### config.mk
export PLATFORM = sky130hd
export DESIGN_NAME = splitmix_bounded_random
export DESIGN_NICKNAME = d
export VERILOG_FILES = /design/src/design/smbr_pkg.sv /design/src/design/smbr_div.sv /design/src/design/splitmix_bounded_random.sv
export SDC_FILE = /design/constraint.sdc
export NUM_CORES = 2
export LEC_CHECK = 0
export BUFFER_PORTS_ARGS = -buffer_cell sky130_fd_sc_hd__buf_4
export CORE_AREA = 2 2 331 300
export DETAILED_ROUTE_END_ITERATION = 10
export DIE_AREA = 0 0 333 302
export PLACE_DENSITY = 0.95
export SETUP_SLACK_MARGIN = 0.02
export SLEW_MARGIN = 25
export SYNTH_ARGS = -nofsm -noshare
export SYNTH_HDL_FRONTEND = slang
export SYNTH_SLANG_ARGS = --single-unit
### constraint.sdc
create_clock -name i_clk -period 30.8 [get_ports i_clk]
set_input_delay 3.08 -clock i_clk [delete_from_list [all_inputs] [get_ports i_clk]]
set_output_delay 3.08 -clock i_clk [all_outputs]
set_load 0.005 [all_outputs]
### src/design/smbr_pkg.sv
// Shared types and constants for the splitmix bounded random generator.
// Used by the top level; no dependencies.
package smbr_pkg;

    localparam int DATA_W = 64;
    localparam int PPM_W  = 20;
    localparam int HALF_W = DATA_W / 2;

    localparam logic [1:0] CMD_RESEED = 2'd0;
    localparam logic [1:0] CMD_DRAW   = 2'd1;
    localparam logic [1:0] CMD_CHANCE = 2'd2;

    localparam logic [DATA_W-1:0] GOLDEN_STEP  = 64'h9e3779b97f4a7c15;
    localparam logic [DATA_W-1:0] MIX_MUL_A    = 64'hbf58476d1ce4e5b9;
    localparam logic [DATA_W-1:0] MIX_MUL_B    = 64'h94d049bb133111eb;
    localparam logic [DATA_W-1:0] CHANCE_SCALE = 64'd1000000;

    localparam int MIX_SHIFT_A = 30;
    localparam int MIX_SHIFT_B = 27;
    localparam int MIX_SHIFT_C = 31;

    typedef enum logic [3:0] {
        ST_IDLE,
        ST_THR_START,
        ST_THR_WAIT,
        ST_ADV,
        ST_MUL,
        ST_XOR,
        ST_CHECK,
        ST_MOD_WAIT,
        ST_FIN
    } t_state;

endpackage

### src/design/smbr_div.sv
// Serial restoring divider that returns the remainder, one quotient bit per cycle.
// Standalone; used by the top level for the threshold and the final modulo.
module smbr_div #(
    parameter int W = 64
) (
    input  logic         i_clk,
    input  logic         i_rst_n,
    input  logic         i_start,
    input  logic [W-1:0] i_dividend,
    input  logic [W-1:0] i_divisor,
    output logic         o_busy,
    output logic         o_done,
    output logic [W-1:0] o_rem
);

    localparam int CNT_W = $clog2(W);
    localparam logic [CNT_W-1:0] LAST = CNT_W'(W - 1);

    logic [W-1:0]     r_rem, n_rem;
    logic [W-1:0]     r_dvd, n_dvd;
    logic [W-1:0]     r_dsr;
    logic [CNT_W-1:0] r_cnt;
    logic             r_busy, r_done;
    logic [W:0]       w_trial;
    logic [W:0]       w_diff;

    assign w_trial = {r_rem, r_dvd[W-1]};
    assign w_diff  = w_trial - {1'b0, r_dsr};

    always_comb begin
        n_dvd = {r_dvd[W-2:0], 1'b0};
        if (w_diff[W]) begin
            n_rem = w_trial[W-1:0];
        end else begin
            n_rem = w_diff[W-1:0];
        end
    end

    always_ff @(posedge i_clk) begin
        if (!i_rst_n) begin
            r_busy <= 1'b0;
            r_done <= 1'b0;
            r_cnt  <= '0;
        end else begin
            r_done <= 1'b0;
            if (i_start) begin
                r_busy <= 1'b1;
                r_cnt  <= '0;
            end else if (r_busy) begin
                r_cnt <= r_cnt + 1'b1;
                if (r_cnt == LAST) begin
                    r_busy <= 1'b0;
                    r_done <= 1'b1;
                end
            end
        end
    end

    always_ff @(posedge i_clk) begin
        if (i_start) begin
            r_rem <= '0;
            r_dvd <= i_dividend;
            r_dsr <= i_divisor;
        end else if (r_busy) begin
            r_rem <= n_rem;
            r_dvd <= n_dvd;
        end
    end

    assign o_busy = r_busy;
    assign o_done = r_done;
    assign o_rem  = r_rem;

endmodule

### src/design/splitmix_bounded_random.sv
// Top level of the splitmix bounded random generator with rejection sampling.
// Depends on smbr_pkg and the serial divider smbr_div.
//
//   channel | handshake                  | payload
//   input   | i_in_valid / o_in_ready    | i_cmd, i_seed_value, i_bound, i_chance_ppm
//   output  | o_out_valid / i_out_ready  | o_draw, o_hit
//
// A reseed, an unused command or a bound below 2 goes from the finish state to the output register.
// A draw computes the threshold in the divider, then mixes raw draws (one 32x32 multiplier
// used three times per mixing product), then takes the final modulo in the divider.
// One item is in flight at a time; a finished result waits in the output register.
// Reset is synchronous and active low and clears the counter and all control state.
module splitmix_bounded_random (
    input  logic        i_clk,
    input  logic        i_rst_n,
    input  logic        i_in_valid,
    output logic        o_in_ready,
    input  logic [1:0]  i_cmd,
    input  logic [63:0] i_seed_value,
    input  logic [63:0] i_bound,
    input  logic [19:0] i_chance_ppm,
    output logic        o_out_valid,
    input  logic        i_out_ready,
    output logic [63:0] o_draw,
    output logic        o_hit
);

    localparam int DW = smbr_pkg::DATA_W;
    localparam int HW = smbr_pkg::HALF_W;

    smbr_pkg::t_state r_state, n_state;

    logic [DW-1:0]              r_ctr, n_ctr;
    logic [DW-1:0]              r_z, n_z;
    logic [DW-1:0]              r_acc, n_acc;
    logic [DW-1:0]              r_thr, n_thr;
    logic [DW-1:0]              r_bound, n_bound;
    logic [DW-1:0]              r_res, n_res;
    logic [smbr_pkg::PPM_W-1:0] r_chance, n_chance;
    logic                       r_is_chance, n_is_chance;
    logic                       r_res_hit, n_res_hit;
    logic [1:0]                 r_ph, n_ph;
    logic                       r_round, n_round;
    logic                       r_out_valid, n_out_valid;
    logic [DW-1:0]              r_draw, n_draw;
    logic                       r_hit, n_hit;

    logic          w_accept;
    logic          w_slot_free;
    logic          w_div_start;
    logic [DW-1:0] w_div_dividend;
    logic          w_div_busy;
    logic          w_div_done;
    logic [DW-1:0] w_div_rem;
    logic [DW-1:0] w_k;
    logic [HW-1:0] w_mul_a, w_mul_b;
    logic [DW-1:0] w_prod;
    logic [DW-1:0] w_ctr_step;
    logic          w_small;

    assign o_in_ready  = (r_state == smbr_pkg::ST_IDLE);
    assign w_accept    = i_in_valid && o_in_ready;
    assign w_slot_free = !r_out_valid || i_out_ready;
    assign w_small     = (i_cmd == smbr_pkg::CMD_DRAW) && (i_bound < 64'd2);

    assign w_k     = r_round ? smbr_pkg::MIX_MUL_B : smbr_pkg::MIX_MUL_A;
    assign w_mul_a = (r_ph == 2'd1) ? r_z[DW-1:HW] : r_z[HW-1:0];
    assign w_mul_b = (r_ph == 2'd2) ? w_k[DW-1:HW] : w_k[HW-1:0];
    assign w_prod  = w_mul_a * w_mul_b;

    assign w_ctr_step = r_ctr + smbr_pkg::GOLDEN_STEP;

    smbr_div #(
        .W(DW)
    ) u_div (
        .i_clk      (i_clk),
        .i_rst_n    (i_rst_n),
        .i_start    (w_div_start),
        .i_dividend (w_div_dividend),
        .i_divisor  (r_bound),
        .o_busy     (w_div_busy),
        .o_done     (w_div_done),
        .o_rem      (w_div_rem)
    );

    always_comb begin
        n_state = r_state;
        case (r_state)
            smbr_pkg::ST_IDLE: begin
                if (w_accept) begin
                    if ((i_cmd == smbr_pkg::CMD_DRAW && !w_small) ||
                        i_cmd == smbr_pkg::CMD_CHANCE) begin
                        n_state = smbr_pkg::ST_THR_START;
                    end else begin
                        n_state = smbr_pkg::ST_FIN;
                    end
                end
            end
            smbr_pkg::ST_THR_START: n_state = smbr_pkg::ST_THR_WAIT;
            smbr_pkg::ST_THR_WAIT: begin
                if (w_div_done) begin
                    n_state = smbr_pkg::ST_ADV;
                end
            end
            smbr_pkg::ST_ADV: n_state = smbr_pkg::ST_MUL;
            smbr_pkg::ST_MUL: begin
                if (r_ph == 2'd2) begin
                    n_state = smbr_pkg::ST_XOR;
                end
            end
            smbr_pkg::ST_XOR: begin
                n_state = r_round ? smbr_pkg::ST_CHECK : smbr_pkg::ST_MUL;
            end
            smbr_pkg::ST_CHECK: begin
                n_state = (r_z < r_thr) ? smbr_pkg::ST_ADV : smbr_pkg::ST_MOD_WAIT;
            end
            smbr_pkg::ST_MOD_WAIT: begin
                if (w_div_done) begin
                    n_state = smbr_pkg::ST_FIN;
                end
            end
            smbr_pkg::ST_FIN: begin
                if (w_slot_free) begin
                    n_state = smbr_pkg::ST_IDLE;
                end
            end
            default: n_state = smbr_pkg::ST_IDLE;
        endcase
    end

    always_comb begin
        n_ctr          = r_ctr;
        n_z            = r_z;
        n_acc          = r_acc;
        n_thr          = r_thr;
        n_bound        = r_bound;
        n_res          = r_res;
        n_chance       = r_chance;
        n_is_chance    = r_is_chance;
        n_res_hit      = r_res_hit;
        n_ph           = r_ph;
        n_round        = r_round;
        w_div_start    = 1'b0;
        w_div_dividend = '0 - r_bound;
        n_out_valid    = r_out_valid && !i_out_ready;
        n_draw         = r_draw;
        n_hit          = r_hit;
        case (r_state)
            smbr_pkg::ST_IDLE: begin
                if (w_accept) begin
                    n_res       = '0;
                    n_res_hit   = 1'b0;
                    n_chance    = i_chance_ppm;
                    n_is_chance = (i_cmd == smbr_pkg::CMD_CHANCE);
                    n_bound     = (i_cmd == smbr_pkg::CMD_CHANCE) ?
                                  smbr_pkg::CHANCE_SCALE : i_bound;
                    if (i_cmd == smbr_pkg::CMD_RESEED) begin
                        n_ctr = i_seed_value;
                    end
                end
            end
            smbr_pkg::ST_THR_START: begin
                w_div_start = 1'b1;
            end
            smbr_pkg::ST_THR_WAIT: begin
                if (w_div_done) begin
                    n_thr = w_div_rem;
                end
            end
            smbr_pkg::ST_ADV: begin
                n_ctr   = w_ctr_step;
                n_z     = w_ctr_step ^ (w_ctr_step >> smbr_pkg::MIX_SHIFT_A);
                n_ph    = 2'd0;
                n_round = 1'b0;
            end
            smbr_pkg::ST_MUL: begin
                if (r_ph == 2'd0) begin
                    n_acc = w_prod;
                end else begin
                    n_acc = r_acc + {w_prod[HW-1:0], {HW{1'b0}}};
                end
                n_ph = (r_ph == 2'd2) ? 2'd0 : r_ph + 2'd1;
            end
            smbr_pkg::ST_XOR: begin
                if (r_round) begin
                    n_z = r_acc ^ (r_acc >> smbr_pkg::MIX_SHIFT_C);
                end else begin
                    n_z = r_acc ^ (r_acc >> smbr_pkg::MIX_SHIFT_B);
                end
                n_round = 1'b1;
            end
            smbr_pkg::ST_CHECK: begin
                w_div_dividend = r_z;
                w_div_start    = !(r_z < r_thr);
            end
            smbr_pkg::ST_MOD_WAIT: begin
                if (w_div_done) begin
                    n_res     = w_div_rem;
                    n_res_hit = r_is_chance &&
                                (w_div_rem < {{(DW - smbr_pkg::PPM_W){1'b0}}, r_chance});
                end
            end
            smbr_pkg::ST_FIN: begin
                if (w_slot_free) begin
                    n_out_valid = 1'b1;
                    n_draw      = r_res;
                    n_hit       = r_res_hit;
                end
            end
            default: begin
                n_out_valid = r_out_valid && !i_out_ready;
            end
        endcase
    end

    always_ff @(posedge i_clk) begin
        if (!i_rst_n) begin
            r_state     <= smbr_pkg::ST_IDLE;
            r_ctr       <= '0;
            r_out_valid <= 1'b0;
            r_ph        <= 2'd0;
            r_round     <= 1'b0;
        end else begin
            r_state     <= n_state;
            r_ctr       <= n_ctr;
            r_out_valid <= n_out_valid;
            r_ph        <= n_ph;
            r_round     <= n_round;
        end
    end

    always_ff @(posedge i_clk) begin
        r_z         <= n_z;
        r_acc       <= n_acc;
        r_thr       <= n_thr;
        r_bound     <= n_bound;
        r_res       <= n_res;
        r_chance    <= n_chance;
        r_is_chance <= n_is_chance;
        r_res_hit   <= n_res_hit;
        r_draw      <= n_draw;
        r_hit       <= n_hit;
    end

    assign o_out_valid = r_out_valid;
    assign o_draw      = r_draw;
    assign o_hit       = r_hit;

    a_idle_div_quiet: assert property (@(posedge i_clk) disable iff (!i_rst_n)
        (r_state == smbr_pkg::ST_IDLE) |-> !w_div_busy)
        else $error("Divider busy while the sequencer is idle.");

    a_thr_bound: assert property (@(posedge i_clk) disable iff (!i_rst_n)
        (r_state == smbr_pkg::ST_THR_START) |-> (r_bound >= 64'd2))
        else $error("Threshold division started with a bound below two.");

    a_mod_range: assert property (@(posedge i_clk) disable iff (!i_rst_n)
        (r_state == smbr_pkg::ST_MOD_WAIT && w_div_done) |-> (w_div_rem < r_bound))
        else $error("Final remainder is not below the bound.");

    a_hit_range: assert property (@(posedge i_clk) disable iff (!i_rst_n)
        (o_out_valid && o_hit) |-> (o_draw < smbr_pkg::CHANCE_SCALE))
        else $error("Hit beat carries a draw outside the chance scale.");

endmodule
==> flow_summary.toml <==
[synthesis]
syn_nets = 8458
synth_cells = 6967
yosysMostFrequentCell = "inv_1"
ys_seq_area_frac = 0.280
yosysWarningCount = 0
yosys.area.top_type = "fa_1"
yosysTopAreaCellShare = 0.244
yosys-top-cells-area = "fa_1 (24%), edfxtp_1 (24%), ha_1 (9.5%)"
yosysUniqueCellTypes = 103
netlist_area_um2 = 67700
synth_flop_cell = "edfxtp_1"
ys_top_cells_by_count = "inv_1 (1195), fa_1 (824), nor2_1 (633)"
asyncSetResetFlopFracSynth = 0
syn-mean-instance-area_um2 = 9.71
synth_edf_count = 535
synth-seq-cells = 679

[min_path]
hold_path.class = "reg -> reg"

[sta]
rsz0062_at_grt = "no"
tns_ns = 0
fmax_mhz = 85.5
maxSlewViolCount = 0
hold_viol_final = 0
max_slew_margin = 0.217
layout_min_cycle_time_ns = 11.70
period_share = 0.380
skew_ns = 0.0257
max_slew.worst_pin.slew_ns = 1.17
setup_violations = 0

[global_routing]
globalRouteTotalUtil = 0.500
grt_remaining_overflow = 0
grt_pass1_wl_um = 364000
antenna_found_initial = 25
grt_pass1_vias = 55400
grt_max_degree = 120

[setup_path]
start_kind = "flop"
crit_path_top_delay_cell = "a2111oi_0"
critPathMaxStageDelay_ns = 0.72
critPathTopFamily = "adder cells"
cp.arrival_ns = 12.22
crit_fanout = 25
path_buf_inv = 9
required_ns = 31.32
cp_common_cell = "fa_1"
end_kind = "flop"
path_class = "reg -> reg"

[die]
initial_core_util = 0.695
placeableCoreArea_um2 = 97400
die-width_um = 333
die_h_um = 302
ioPinCount = 221
rows = 109
die_area_um2 = 101000

[finish]
seq_area_um2 = 19000
multi_input_area_um2 = 43200
area_growth_pct = 7.15
nNetsFinal = 8516
drive_gt1_frac = 0.0687
fill_cells = 6568

[detailed_routing]
viasPerCell = 6.72
wl_met3_um = 45700
drcViolationCount = 0
drt-initial-drc-count = 9130
wire_per_inst_um = 30.0
first_pass_iters = 7
m1WireLength_um = 91000
ant_nets = 0
route.top_layer_used = "met5"
num_vias = 56300
wl_um = 251000
dr_wl_met2_um = 99800

[clocking]
cts_max_path_buffers = 3
cts_setup_buffers = 0
cts_resized = 0
clk_pin_slew_worst_paths_ns = 0.07
postCtsHoldBufs = 0
clkLatencyLatePin_ns = 0.70
numClockSinks = 679
cts_buffers = 60
ctsRootBufferMaster = "clkbuf_16"
htreeDepth = 2
cts_tree = "done"

[place]
place_congestion = 1.11
hpwl_um = 199000
port_buffers = 220

[outcome]
status = "finished clean"

[job]
cap_violations = 0
[final cells by class]
cell class                      count  area share
Timing Repair Buffer              279      0.0294
Multi-Input combinational cell   4809       0.596
Inverter                         1196      0.0619
Clock buffer                       79      0.0227
Tap cell                         1276      0.0220
Sequential cell                   679       0.261
Clock inverter                     35     0.00549
Antenna cell                       20    0.000690
[sequential cells by signal (all words and copies together), names as in the netlist, 2 cells and up]
| signal | cells |
|---|---|
| o_draw | 64 |
| r_acc | 64 |
| r_bound | 64 |
| r_ctr | 64 |
| r_res | 64 |
| r_thr | 64 |
| r_z | 64 |
| u_div.o_rem | 64 |
| u_div.r_dsr | 64 |
| u_div.r_dvd | 64 |
| r_chance | 20 |
| u_div.r_cnt | 6 |
| r_state | 4 |
| r_ph | 2 |
[worst reg2reg max path: cells and delay by family (launching register included)]
kind / cells / cell delay [ns]
buffers and inverters: 9 / 1.67
multiplexers: 2 / 0.76
AND/OR/NAND/NOR: 9 / 2.00
flip-flops: 1 / 0.45
AO/OA/AOI/OAI: 3 / 1.20
adder cells (fa/ha/maj): 10 / 5.07
XOR/XNOR: 2 / 0.36
[cells by family after synthesis]
kind of cell	count (synthesis)	synth area share
other	1	0.0000554
and+or+nand+nor	1835	0.128
AOI/OAI and AO/OA	1193	0.109
DFF	679	0.280
adders and majority gates	1337	0.339
buffers and inverters	1479	0.0830
muxes	123	0.0185
xor gates and xnor gates	320	0.0421
[routing by layer]
metal	vias to the layer above	track usage
met4	30	0.211
met5	-	0.0296
met3	991	0.264
met2	4989	0.684
li1	23100	-
met1	27200	0.660
[cells in the final DEF, fill, tap and decap left out, types with 103 or more instances in the layout]
| cell | netlist | final |
|---|---|---|
| and2_1 | 205 | 204 |
| edfxtp_1 | 535 | 535 |
| fa_1 | 824 | 824 |
| a21oi_1 | 384 | 384 |
| dfxtp_1 | 144 | 142 |
| nor2_1 | 633 | 630 |
| nand2_1 | 481 | 478 |
| a21o_1 | 115 | 114 |
| xor2_1 | 103 | 103 |
| inv_1 | 1195 | 1193 |
| xnor2_1 | 214 | 214 |
| buf_4 | 3 | 275 |
| ha_1 | 513 | 513 |
| o21ai_0 | 278 | 278 |
[path summary, 6_finish.rpt]
| check | to | cells after the start | start | slack [ns] |
|---|---|---|---|---|
| setup / recovery | r_acc[63] | 35 | r_ph[1] | 19.10 |
| hold / removal | o_draw[9] | 0 | r_res[9] | 0.41 |
| setup reg to reg | r_acc[63] | 35 | r_ph[1] | 19.10 |
| hold reg to reg | o_draw[9] | 0 | r_res[9] | 0.41 |
[metrics by stage]
stage | utilization | cells | setup WS, ns | cell area [um2] | hold slack, ns
after floorplan | - | 6967 | 20.64 | 67700 | 0.400
after global placement | 0.722 | 8237 | 19.73 | 70400 | 0.400
after detailed placement | 0.723 | 8238 | 19.49 | 70400 | 0.405
after CTS | 0.744 | 8352 | 19.39 | 72400 | 0.419
after global routing | 0.744 | 8357 | 18.47 | 72500 | 0.422
final | 0.745 | 8373 | 19.10 | 72500 | 0.413
Power is not shown: default switching activity piles up to over one toggle a cycle in this logic, so the estimate is an artifact.
